**src/sv/asched_pkg.sv**
```systemverilog
// ----------------------------------------------------------------------------
// asched_pkg
// shared types, codes and widths for the aligned session scheduler
// ----------------------------------------------------------------------------
package asched_pkg;

    localparam int TIME_W     = 17;   // seconds of day, intervals, timers
    localparam int SLEEP_W    = 16;
    localparam int DVD_W      = 18;   // modulo dividend, holds clock plus sleep
    localparam int STEP_CNT_W = 5;
    localparam int CFG_ADDR_W = 3;
    localparam int S_TDATA_W  = 40;
    localparam int S_TUSER_W  = 3;
    localparam int M_TDATA_W  = 24;

    // operation codes carried in the input item
    localparam logic [2:0] OP_TICK  = 3'd0;
    localparam logic [2:0] OP_SLEEP = 3'd1;
    localparam logic [2:0] OP_MEAS  = 3'd2;
    localparam logic [2:0] OP_COMM  = 3'd3;
    localparam logic [2:0] OP_LOAD  = 3'd4;

    // configuration register indexes
    localparam logic [CFG_ADDR_W-1:0] CFG_SAMPLE = 3'd0;
    localparam logic [CFG_ADDR_W-1:0] CFG_COMM   = 3'd1;
    localparam logic [CFG_ADDR_W-1:0] CFG_RETRY  = 3'd2;
    localparam logic [CFG_ADDR_W-1:0] CFG_DAY    = 3'd3;
    localparam logic [CFG_ADDR_W-1:0] CFG_FORCE  = 3'd4;

    // reset values of the configuration registers
    localparam logic [TIME_W-1:0] SAMPLE_RST = 17'd3600;
    localparam logic [TIME_W-1:0] COMM_RST   = 17'd3600;
    localparam logic [TIME_W-1:0] RETRY_RST  = 17'd600;
    localparam logic [TIME_W-1:0] DAY_RST    = 17'd86400;

    // modulo unit runs one dividend bit per cycle
    localparam logic [STEP_CNT_W-1:0] MOD_LAST_STEP = STEP_CNT_W'(DVD_W - 1);

    typedef enum logic [2:0] {
        S_IDLE,
        S_DECIDE,
        S_LOAD,
        S_MOD,
        S_WB,
        S_DONE
    } state_t;

    typedef enum logic [1:0] {
        JOB_CLOCK,
        JOB_MEAS,
        JOB_COMM
    } job_t;

    // zero modulus is treated as one
    function automatic logic [TIME_W-1:0] nonzero17(input logic [TIME_W-1:0] m);
        nonzero17 = (m == '0) ? TIME_W'(1) : m;
    endfunction

endpackage

```
**src/sv/aligned_session_scheduler.sv**
```systemverilog
// ----------------------------------------------------------------------------
// aligned_session_scheduler
// seconds-of-day clock with measurement and communication session timers
// ----------------------------------------------------------------------------
// Keeps a seconds-of-day clock and two countdown timers. Each input item is
// one event: a half-second tick, a sleep report, a measurement query, a
// communication query or a time load from gps. Every item produces exactly
// one result item carrying session_due, the synced flag and the clock after
// the event. All mod operations (clock wrap, aligning a timer to the next
// interval boundary) go through one restoring remainder unit that handles
// one dividend bit per cycle; a pass through it is a load, 18 steps and a
// write back. An item that needs no modulo (queries that find nothing
// expired or only re-arm with the retry interval, the half-tick that does
// not advance, unused codes) goes from decide through load to done; one
// modulo pass is added for advancing ticks, sleeps, time loads and aligned
// re-arming of one timer, and two for the first synchronizing measurement
// query, which aligns both timers. The sequencer goes back from done to
// idle once the output register can take the result. The input is ready
// only while the sequencer is idle; a finished result waits in the output
// register, so the next item can be accepted before it is taken.
// Configuration writes are taken at any time but are meant to happen only
// while the block is idle.
// ----------------------------------------------------------------------------
module aligned_session_scheduler
(
    input  logic                                  clk,
    input  logic                                  rst_n,
    // configuration write port
    input  logic                                  cfg_we,
    input  logic [asched_pkg::CFG_ADDR_W-1:0]     cfg_addr,
    input  logic [asched_pkg::TIME_W-1:0]         cfg_data,
    // event input
    input  logic                                  s_axis_tvalid,
    output logic                                  s_axis_tready,
    // sleep_seconds[15:0], gps_valid[16], new_day_time[33:17], zero pad
    input  logic [asched_pkg::S_TDATA_W-1:0]      s_axis_tdata,
    // operation[2:0]
    input  logic [asched_pkg::S_TUSER_W-1:0]      s_axis_tuser,
    // result output
    output logic                                  m_axis_tvalid,
    input  logic                                  m_axis_tready,
    // session_due[0], synced[1], clock_seconds[18:2], zero pad
    output logic [asched_pkg::M_TDATA_W-1:0]      m_axis_tdata
);
    import asched_pkg::*;

    // configuration registers
    logic [TIME_W-1:0]     sample_int_reg;
    logic [TIME_W-1:0]     comm_int_reg;
    logic [TIME_W-1:0]     retry_int_reg;
    logic [TIME_W-1:0]     day_len_reg;
    logic                  force_sync_reg;

    // architectural state
    logic [TIME_W-1:0]     day_seconds_reg,   day_seconds_next;
    logic [TIME_W-1:0]     meas_timer_reg,    meas_timer_next;
    logic [TIME_W-1:0]     comm_timer_reg,    comm_timer_next;
    logic                  sync_flag_reg,     sync_flag_next;
    logic                  half_phase_reg,    half_phase_next;

    // sequencer
    state_t                state_reg,         state_next;
    logic                  job_clk_reg,       job_clk_next;
    logic                  job_meas_reg,      job_meas_next;
    logic                  job_comm_reg,      job_comm_next;
    job_t                  cur_job_reg,       cur_job_next;
    logic                  due_reg,           due_next;

    // captured input item (payload, no reset)
    logic [2:0]            op_reg,            op_next;
    logic [SLEEP_W-1:0]    slept_reg,         slept_next;
    logic                  fix_reg,           fix_next;
    logic [TIME_W-1:0]     load_reg,          load_next;

    // shared remainder unit
    logic [DVD_W-1:0]      clk_dvd_reg,       clk_dvd_next;   // pending clock dividend
    logic [DVD_W-1:0]      dvd_reg,           dvd_next;
    logic [TIME_W-1:0]     div_reg,           div_next;
    logic [TIME_W-1:0]     rem_reg,           rem_next;
    logic [STEP_CNT_W-1:0] step_reg,          step_next;
    logic [DVD_W-1:0]      rem_shift;
    logic [DVD_W-1:0]      rem_sub;

    // output register
    logic                  m_valid_reg,       m_valid_next;
    logic [M_TDATA_W-1:0]  m_data_reg,        m_data_next;

    logic                  in_accept;
    logic                  out_free;

    assign s_axis_tready = (state_reg == S_IDLE);
    assign in_accept     = s_axis_tvalid && s_axis_tready;
    assign out_free      = !m_valid_reg || m_axis_tready;
    assign m_axis_tvalid = m_valid_reg;
    assign m_axis_tdata  = m_data_reg;

    // one restoring step: bring in next dividend bit, subtract if it fits
    assign rem_shift = {rem_reg, dvd_reg[DVD_W-1]};
    assign rem_sub   = rem_shift - {1'b0, div_reg};

    // ------------------------------------------------------------------
    // configuration writes
    // ------------------------------------------------------------------
    always_ff @(posedge clk or negedge rst_n)
    begin
        if (!rst_n)
        begin
            sample_int_reg <= SAMPLE_RST;
            comm_int_reg   <= COMM_RST;
            retry_int_reg  <= RETRY_RST;
            day_len_reg    <= DAY_RST;
            force_sync_reg <= 1'b0;
        end
        else if (cfg_we)
        begin
            unique case (cfg_addr)
                CFG_SAMPLE: sample_int_reg <= cfg_data;
                CFG_COMM:   comm_int_reg   <= cfg_data;
                CFG_RETRY:  retry_int_reg  <= cfg_data;
                CFG_DAY:    day_len_reg    <= cfg_data;
                CFG_FORCE:  force_sync_reg <= cfg_data[0];
                default:    ;   // unused indexes are ignored
            endcase
        end
    end

    // ------------------------------------------------------------------
    // next state
    // ------------------------------------------------------------------
    always_comb
    begin
        state_next = state_reg;
        unique case (state_reg)
            S_IDLE:
            begin
                if (in_accept)
                begin
                    state_next = S_DECIDE;
                end
            end
            S_DECIDE:
            begin
                state_next = S_LOAD;
            end
            S_LOAD:
            begin
                if (job_clk_reg || job_meas_reg || job_comm_reg)
                begin
                    state_next = S_MOD;
                end
                else
                begin
                    state_next = S_DONE;
                end
            end
            S_MOD:
            begin
                if (step_reg == MOD_LAST_STEP)
                begin
                    state_next = S_WB;
                end
            end
            S_WB:
            begin
                state_next = S_LOAD;
            end
            S_DONE:
            begin
                if (out_free)
                begin
                    state_next = S_IDLE;
                end
            end
            default:
            begin
                state_next = S_IDLE;
            end
        endcase
    end

    // ------------------------------------------------------------------
    // datapath and outputs
    // ------------------------------------------------------------------
    always_comb
    begin
        day_seconds_next = day_seconds_reg;
        meas_timer_next  = meas_timer_reg;
        comm_timer_next  = comm_timer_reg;
        sync_flag_next   = sync_flag_reg;
        half_phase_next  = half_phase_reg;
        job_clk_next     = job_clk_reg;
        job_meas_next    = job_meas_reg;
        job_comm_next    = job_comm_reg;
        cur_job_next     = cur_job_reg;
        due_next         = due_reg;
        op_next          = op_reg;
        slept_next       = slept_reg;
        fix_next         = fix_reg;
        load_next        = load_reg;
        clk_dvd_next     = clk_dvd_reg;
        dvd_next         = dvd_reg;
        div_next         = div_reg;
        rem_next         = rem_reg;
        step_next        = step_reg;
        m_data_next      = m_data_reg;
        m_valid_next     = m_valid_reg;

        // result taken downstream
        if (m_valid_reg && m_axis_tready)
        begin
            m_valid_next = 1'b0;
        end

        unique case (state_reg)
            S_IDLE:
            begin
                if (in_accept)
                begin
                    op_next    = s_axis_tuser[2:0];
                    slept_next = s_axis_tdata[15:0];
                    fix_next   = s_axis_tdata[16];
                    load_next  = s_axis_tdata[33:17];
                end
            end
            S_DECIDE:
            begin
                due_next      = 1'b0;
                job_clk_next  = 1'b0;
                job_meas_next = 1'b0;
                job_comm_next = 1'b0;
                unique case (op_reg)
                    OP_TICK:
                    begin
                        half_phase_next = !half_phase_reg;
                        // clock advances on the tick that sets the phase
                        if (!half_phase_reg)
                        begin
                            if (meas_timer_reg != '0)
                            begin
                                meas_timer_next = meas_timer_reg - TIME_W'(1);
                            end
                            if (comm_timer_reg != '0)
                            begin
                                comm_timer_next = comm_timer_reg - TIME_W'(1);
                            end
                            clk_dvd_next = {1'b0, day_seconds_reg} + DVD_W'(1);
                            job_clk_next = 1'b1;
                        end
                    end
                    OP_SLEEP:
                    begin
                        // saturating subtract of slept seconds
                        if (meas_timer_reg < {1'b0, slept_reg})
                        begin
                            meas_timer_next = '0;
                        end
                        else
                        begin
                            meas_timer_next = meas_timer_reg - {1'b0, slept_reg};
                        end
                        if (comm_timer_reg < {1'b0, slept_reg})
                        begin
                            comm_timer_next = '0;
                        end
                        else
                        begin
                            comm_timer_next = comm_timer_reg - {1'b0, slept_reg};
                        end
                        clk_dvd_next = {1'b0, day_seconds_reg} + {2'b00, slept_reg};
                        job_clk_next = 1'b1;
                    end
                    OP_MEAS:
                    begin
                        if (!sync_flag_reg && fix_reg)
                        begin
                            // first fix: align both timers
                            sync_flag_next = 1'b1;
                            job_meas_next  = 1'b1;
                            job_comm_next  = 1'b1;
                        end
                        else if (meas_timer_reg == '0)
                        begin
                            due_next = 1'b1;
                            if (sync_flag_reg)
                            begin
                                job_meas_next = 1'b1;
                            end
                            else
                            begin
                                meas_timer_next = retry_int_reg;
                            end
                        end
                    end
                    OP_COMM:
                    begin
                        if (force_sync_reg)
                        begin
                            sync_flag_next = 1'b1;
                        end
                        if ((sync_flag_reg || force_sync_reg) && comm_timer_reg == '0)
                        begin
                            due_next      = 1'b1;
                            job_comm_next = 1'b1;
                        end
                    end
                    OP_LOAD:
                    begin
                        clk_dvd_next = {1'b0, load_reg};
                        job_clk_next = 1'b1;
                    end
                    default:
                    begin
                        // unused codes change nothing
                    end
                endcase
            end
            S_LOAD:
            begin
                rem_next  = '0;
                step_next = '0;
                priority if (job_clk_reg)
                begin
                    cur_job_next = JOB_CLOCK;
                    dvd_next     = clk_dvd_reg;
                    div_next     = nonzero17(day_len_reg);
                end
                else if (job_meas_reg)
                begin
                    cur_job_next = JOB_MEAS;
                    dvd_next     = {1'b0, day_seconds_reg};
                    div_next     = nonzero17(sample_int_reg);
                end
                else if (job_comm_reg)
                begin
                    cur_job_next = JOB_COMM;
                    dvd_next     = {1'b0, day_seconds_reg};
                    div_next     = nonzero17(comm_int_reg);
                end
                else
                begin
                    cur_job_next = cur_job_reg;
                end
            end
            S_MOD:
            begin
                if (rem_shift >= {1'b0, div_reg})
                begin
                    rem_next = rem_sub[TIME_W-1:0];
                end
                else
                begin
                    rem_next = rem_shift[TIME_W-1:0];
                end
                dvd_next  = {dvd_reg[DVD_W-2:0], 1'b0};
                step_next = step_reg + STEP_CNT_W'(1);
            end
            S_WB:
            begin
                unique case (cur_job_reg)
                    JOB_CLOCK:
                    begin
                        day_seconds_next = rem_reg;
                        job_clk_next     = 1'b0;
                    end
                    JOB_MEAS:
                    begin
                        // next boundary lies 1..interval seconds ahead
                        meas_timer_next = div_reg - rem_reg;
                        job_meas_next   = 1'b0;
                    end
                    JOB_COMM:
                    begin
                        comm_timer_next = div_reg - rem_reg;
                        job_comm_next   = 1'b0;
                    end
                    default:
                    begin
                        job_clk_next  = 1'b0;
                        job_meas_next = 1'b0;
                        job_comm_next = 1'b0;
                    end
                endcase
            end
            S_DONE:
            begin
                if (out_free)
                begin
                    m_valid_next = 1'b1;
                    m_data_next  = {5'b0, day_seconds_reg, sync_flag_reg, due_reg};
                end
            end
            default:
            begin
            end
        endcase
    end

    // ------------------------------------------------------------------
    // registers
    // ------------------------------------------------------------------
    always_ff @(posedge clk or negedge rst_n)
    begin
        if (!rst_n)
        begin
            state_reg       <= S_IDLE;
            day_seconds_reg <= '0;
            meas_timer_reg  <= '0;
            comm_timer_reg  <= '0;
            sync_flag_reg   <= 1'b0;
            half_phase_reg  <= 1'b0;
            job_clk_reg     <= 1'b0;
            job_meas_reg    <= 1'b0;
            job_comm_reg    <= 1'b0;
            cur_job_reg     <= JOB_CLOCK;
            due_reg         <= 1'b0;
            step_reg        <= '0;
            m_valid_reg     <= 1'b0;
        end
        else
        begin
            state_reg       <= state_next;
            day_seconds_reg <= day_seconds_next;
            meas_timer_reg  <= meas_timer_next;
            comm_timer_reg  <= comm_timer_next;
            sync_flag_reg   <= sync_flag_next;
            half_phase_reg  <= half_phase_next;
            job_clk_reg     <= job_clk_next;
            job_meas_reg    <= job_meas_next;
            job_comm_reg    <= job_comm_next;
            cur_job_reg     <= cur_job_next;
            due_reg         <= due_next;
            step_reg        <= step_next;
            m_valid_reg     <= m_valid_next;
        end
    end

    // payload registers
    always_ff @(posedge clk)
    begin
        op_reg      <= op_next;
        slept_reg   <= slept_next;
        fix_reg     <= fix_next;
        load_reg    <= load_next;
        clk_dvd_reg <= clk_dvd_next;
        dvd_reg     <= dvd_next;
        div_reg     <= div_next;
        rem_reg     <= rem_next;
        m_data_reg  <= m_data_next;
    end

`ifndef NO_ASSERTIONS
    // partial remainder stays below the divisor throughout the iteration
    a_rem_below_div: assert property (@(posedge clk) disable iff (!rst_n)
        (state_reg == S_MOD) |-> (rem_reg < div_reg))
        else $error("remainder not below divisor");

    // a write back of the clock leaves it below the modulus used
    a_clock_wrapped: assert property (@(posedge clk) disable iff (!rst_n)
        (state_reg == S_WB && cur_job_reg == JOB_CLOCK) |=>
            (day_seconds_reg < $past(div_reg)))
        else $error("clock not wrapped");

    // an aligned measurement timer is never armed with zero
    a_aligned_nonzero: assert property (@(posedge clk) disable iff (!rst_n)
        (state_reg == S_WB && cur_job_reg == JOB_MEAS) |=> (meas_timer_reg != '0))
        else $error("aligned measurement timer is zero");

    // no pending modulo job once the sequencer is back to idle
    a_jobs_drained: assert property (@(posedge clk) disable iff (!rst_n)
        (state_reg == S_IDLE) |-> !(job_clk_reg || job_meas_reg || job_comm_reg))
        else $error("modulo job left pending");

    // a new result only comes out of the done state
    a_result_source: assert property (@(posedge clk) disable iff (!rst_n)
        $rose(m_valid_reg) |-> ($past(state_reg) == S_DONE))
        else $error("result presented outside done state");
`endif

endmodule

```
**config.mk**
```make
export PLATFORM = sky130hd
export DESIGN_NAME = aligned_session_scheduler
export DESIGN_NICKNAME = d
export VERILOG_FILES = /design/src/sv/asched_pkg.sv /design/src/sv/aligned_session_scheduler.sv
export SDC_FILE = /design/constraint.sdc
export NUM_CORES = 1
export LEC_CHECK = 0
export ABC_AREA = 1
export ABC_CLOCK_PERIOD_IN_PS = 4000
export BUFFER_PORTS_ARGS = -buffer_cell sky130_fd_sc_hd__buf_4
export CAP_MARGIN = 0
export CORE_UTILIZATION = 55
export DETAILED_ROUTE_END_ITERATION = 8
export PLACE_DENSITY = 0.73
export SYNTH_ARGS = -nofsm -noshare
export SYNTH_HDL_FRONTEND = slang
export SYNTH_SLANG_ARGS = --single-unit
```
**constraint.sdc**
```tcl
create_clock -name clk -period 4 [get_ports clk]
set_clock_uncertainty 0.2 [all_clocks]
set_input_delay 0.2 -clock clk [delete_from_list [all_inputs] [get_ports clk]]
set_output_delay 0.2 -clock clk [all_outputs]
set_load 0.01 [all_outputs]
```
# After elaboration in Yosys (flattened, before gate mapping)
# Index checks and enable logic that the tools add are counted.
[op_classes]
add_sub_neg = 9
magnitude_cmp = 3
eq_ne = 36
muxes = 62
reduce_logical = 51
[op_table]
columns = ["op", "count"]
rows = [
  ["$mux W17", 18],
  ["$pmux W17 S2", 4],
  ["$logic_not A17 Y1", 5],
  ["$mux W18", 4],
  ["$pmux W18 S3", 1],
  ["$pmux W17 S3", 1],
  ["$pmux W18 S2", 1],
  ["$lt A17 B16 Y1", 2],
  ["$reduce_bool A17 Y1", 2],
  ["$sub A17 B1 Y17 const B", 2],
  ["$sub A17 B16 Y17", 2],
  ["$sub A17 B17 Y17", 2],
  ["$reduce_and A2 Y1", 14],
  ["$add A17 B1 Y18 const B", 1],
  ["$add A17 B16 Y18", 1],
  ["$eq A3 B2 Y1 const B", 6],
  ["$ge A18 B17 Y1", 1],
  ["$ne A2 B2 Y1 const B", 9],
  ["$ne A3 B3 Y1 const B", 6],
  ["$mux W1", 17],
  ["$pmux W3 S5", 1],
  ["$pmux W1 S2", 7],
  ["$eq A3 B3 Y1 const B", 4],
  ["$mux W3", 4],
  ["other kinds (23)", 46],
]
[word_totals]
ff_bits = 263
out_inout_bits = 26

# Logic depth before layout (Yosys ltp)
[logic_depth]
depth_word = 5
ltp_mapped = 16

# Worst setup path before layout
# OpenSTA, ideal clock, no wires.
[synth_path]
path_type = "register -> register"
startpoint = "register op_reg[1]"
endpoint = "register clk_dvd_reg[10], data pin"
t_arrival_ns = 2.584
t_required_ns = 3.545
path_slack_ns = 0.962
path_stages_with_launch = 16
path_buffers = 1
path_cell_list = "edfxtp_1 > nor2_1 > nand2_1 > clkbuf_1 > or2_2 > ha_1 > inv_1 > fa_1 > o21ai_1 > a21boi_0 > o21ai_1 > nand3_1 > nand3_1 > nand2_1 > nand3_1 > nand2_1"
[synth_via]
elab_chain_len = 2
elab_cells_between_ends = 4
[synth_rtl]
columns = ["item", "line_no", "text"]
rows = [
  ["start, declared", "aligned_session_scheduler.sv:70", "logic [2:0] op_reg, op_next;"],
  ["start signal, assigned", "aligned_session_scheduler.sv:440", "op_reg <= op_next;"],
  ["$eq A3 B3 Y1, or another cell as far along", "aligned_session_scheduler.sv:231", "unique case (op_reg)"],
  ["$pmux W18 S3 *", "aligned_session_scheduler.sv:231", ""],
  ["end signal, assigned", "aligned_session_scheduler.sv:444", "clk_dvd_reg <= clk_dvd_next;"],
  ["end, declared", "aligned_session_scheduler.sv:76", "logic [DVD_W-1:0] clk_dvd_reg, clk_dvd_next;"],
]
# Mark *: on every way between the ends. The rest lies on a longest branch, timed or not.
# A chain may end at the register's enable or synchronous reset.

# Worst setup path after layout
# Ends and elaborated chain as after synthesis.

==> run_results.csv <==
group,metric,value,unit
place,placedCellCount,2536,
setup_path,critPathMaxFanout,33,
worst_hold_path,hp-class,"input pin to asynchronous set/reset pin",
logic_synthesis,synth_xor_area_share,2.772,%
logic_synthesis,post-synth-top-area-cell,"edfxtp_1",
logic_synthesis,netlist_instances,2106,
final_layout,nets,2405,
global_route,grtUsageTotal,31.67,%
timing,fin_crit_sh,83.44,%
detailed_routing,avgRoutedWirePerCell,17.93,um
floorplanning,die_area,30560,um2
logic_synthesis,yosys_warnings,0,
clocking,clk_pin_slew_worst_paths,0.06,ns
final_layout,antenna_cells,0,
floorplanning,die_height,174.8,um
final_layout,multi_input_area,8087,um2
global_route,grt-ovfl-total,0,
global_route,grt_max_degree,108,
floorplanning,io_pins,94,
place,dp_hpwl,34.32,mm
floorplanning,initial_core_util,56.62,%
setup_path,worstPathArrival,3.45,ns
logic_synthesis,netlist_top_cells_area,"edfxtp_1 (23%), dfrtp_1 (18%), nand2_1 (13%), ha_1 (6.7%), o21ai_0 (6.0%)",
clocking,clockBufferDepth,3,
logic_synthesis,synth.distinct_cells,53,
clocking,clk_latency,0.56,ns
detailed_routing,ant_nets,0,
timing,hold_slack,0.1609,ns
logic_synthesis,synth_top_area_share,23.03,%
global_route,grt_pass1_wl,76.38,mm
final_layout,drive_gt1_share,8.999,%
logic_synthesis,synth_edf_count,126,
clocking,cts_htree_levels,1,
final_layout,fillers,2527,
timing,timing.fmax,0.2996,GHz
detailed_routing,drc,0,
detailed_routing,dr.pass1.iters,7,
place,gp_congestion,0.9574,
logic_synthesis,synth_seq_cells,263,
timing,rsz0062_at_grt,"false",
timing,relSlewSlack,20.14,%
logic_synthesis,seq_area_frac_synth,44.03,%
setup_path,worstPathRequired,4.11,ns
power_and_ir_drop,p_per_area,786.1,nW/um2
power_and_ir_drop,ir_drop,0.4177,mV
clocking,numCtsBuffers,30,
logic_synthesis,post-synth-top-count-cell,"nand2_1",
floorplanning,core,29010,um2
detailed_routing,drtIter0Drc,1345,
logic_synthesis,ys.flop_type,"edfxtp_1",
place,portBuffers,82,
logic_synthesis,synth_top_family_by_area,"simple AND/OR/NAND/NOR gates",
detailed_routing,drt_wl_total,47.53,mm
timing,setup_viol_count_final,0,
setup_path,cp-end-kind,"register",
global_route,first_global_vias,14540,
final_layout,layout.cells.non_filler,2651,
logic_synthesis,synth_area,16430,um2
timing,worst_pin_slew,1.195,ns
logic_synthesis,synth_top_cells_by_count,"nand2_1 (564), nor2_1 (236), inv_1 (223), o21ai_0 (198), a21oi_1 (135)",
logic_synthesis,synth-adder-area-share,7.312,%
power_and_ir_drop,leakage,8.913,nW
final_layout,largest_reg_flops,19,
floorplanning,rows,62,
logic_synthesis,synthMuxAreaShare,0,%
clocking,post-cts-setup-buffers,0,
timing,hold_violations,0,
detailed_routing,vias,15020,
detailed_routing,vias_per_cell,5.667,
timing,fin_crit,3.338,ns
logic_synthesis,async_flop_share,52.09,%
logic_synthesis,synth_area_per_cell,7.800,um2
flow_run,drv_cap,0,
setup_path,start_kind,"register",
floorplanning,die_x,174.8,um
logic_synthesis,synth_compound_area_share,13.95,%
clocking,cts_tree,"yes",
setup_path,r2r_setup_slack,0.66,ns
status,status,"finished clean",
final_layout,ff_latch_area,7233,um2
clocking,cts_resized,0,
logic_synthesis,synth-simple-area-share,25.01,%
final_layout,syn2layout_area_growth,15.96,%
clocking,holdBufCountCts,60,
timing,maxSlewViolCount,0,
timing,fin_setup_tns,0,ns
global_route,antenna_found_initial,0,
setup_path,worstSetupPathType,"register to register",
clocking,clock-sinks,263,
clocking,cts_root_buf,"clkbuf_16",
==> cell families (layout without fill, tap and decap cells) <==
kind of cell	Yosys count	count (layout)
AND/OR/NAND/NOR	990	990
flip-flops	263	263
other	1	5
XOR/XNOR	52	52
AO/OA/AOI/OAI	420	420
buffers and inverters	287	444
adder cells (fa/ha/maj)	93	93
==> worst max-delay path: stages, from the launching register on <==
cell	delay, ns
edfxtp_1	0.40
nor2_1	0.09
nand2_1	0.06
buf_4	0.34
or2_2	0.18
ha_1	0.19
inv_1	0.07
fa_1	0.42
o21ai_1	0.26
a21boi_0	0.21
o21ai_1	0.26
nand3_1	0.14
nand3_1	0.10
nand2_1	0.05
nand3_1	0.07
nand2_1	0.05
==> cell usage in the layout (no fill, tap or decap), drive strengths merged, types with 6 or more instances in the layout <==
master,count
nor4,15
nand4,19
clkinv,9
nand3,101
nand2,567
nor3,20
clkbuf,45
xor2,22
dlygate4sd3,60
o21ai,206
inv,232
o22ai,6
nor2,244
nand3b,13
xnor2,30
edfxtp,126
or2,9
buf,95
o21bai,6
ha,88
a31oi,23
dfstp,17
a21oi,145
a22oi,13
dfrtp,120
==> final timing paths <==
path / cells past startpoint / startpoint / endpoint
max in group asynchronous: 3 / rst_n / day_seconds_reg[16]
min in group clk: 2 / s_axis_tdata[29] / load_reg[12]
min reg2reg: 2 / retry_int_reg[15] / retry_int_reg[15]
max: 15 / op_reg[1] / clk_dvd_reg[10]
max reg2reg: 15 / op_reg[1] / clk_dvd_reg[10]
min: 2 / rst_n / sample_int_reg[8]
==> metrics by stage <==
stage / utilization [%] / area, um2 / worst slack, ns / power (W)
3_3_place_gp: 59.97 / 17400 / 0.7558 / 0.01170
5_1_grt: 65.66 / 19050 / 0.4271 / 0.01612
4_1_cts: 65.66 / 19050 / 0.6823 / 0.01487
2_1_floorplan: - / 16440 / 0.9618 / 0.009812
3_5_place_dp: 59.97 / 17400 / 0.7001 / 0.01186
6_report: 65.66 / 19050 / 0.6623 / 0.01497
==> report_power, final <==
group | internal, W | switching [W] | leakage [nW] | total, W
Sequential | 0.00393 | 0.000904 | 2.83 | 0.00484
Combinational | 0.00251 | 0.00473 | 5.57 | 0.00724
Clock | 0.00178 | 0.00113 | 0.516 | 0.00290
==> area by class of cell <==
type / count / area share [%]
multi-input cells: 1560 / 42.45
repair buffers: 155 / 6.916
clock buffers: 45 / 4.834
inverters: 234 / 4.624
flip-flops and latches: 263 / 37.97
well taps: 384 / 2.522
clock inverters: 10 / 0.6831
==> routing by layer <==
layer | global-route usage [%] | vias up | share of wire [%]
met5 | 0 | - | 0
met4 | 11.92 | 0 | 4.1
met3 | 2.763 | 117 | 5.5
met2 | 53.34 | 551 | 47
met1 | 42.54 | 7075 | 44
li1 | - | 7279 | -
(Power assumes the default switching activity.)
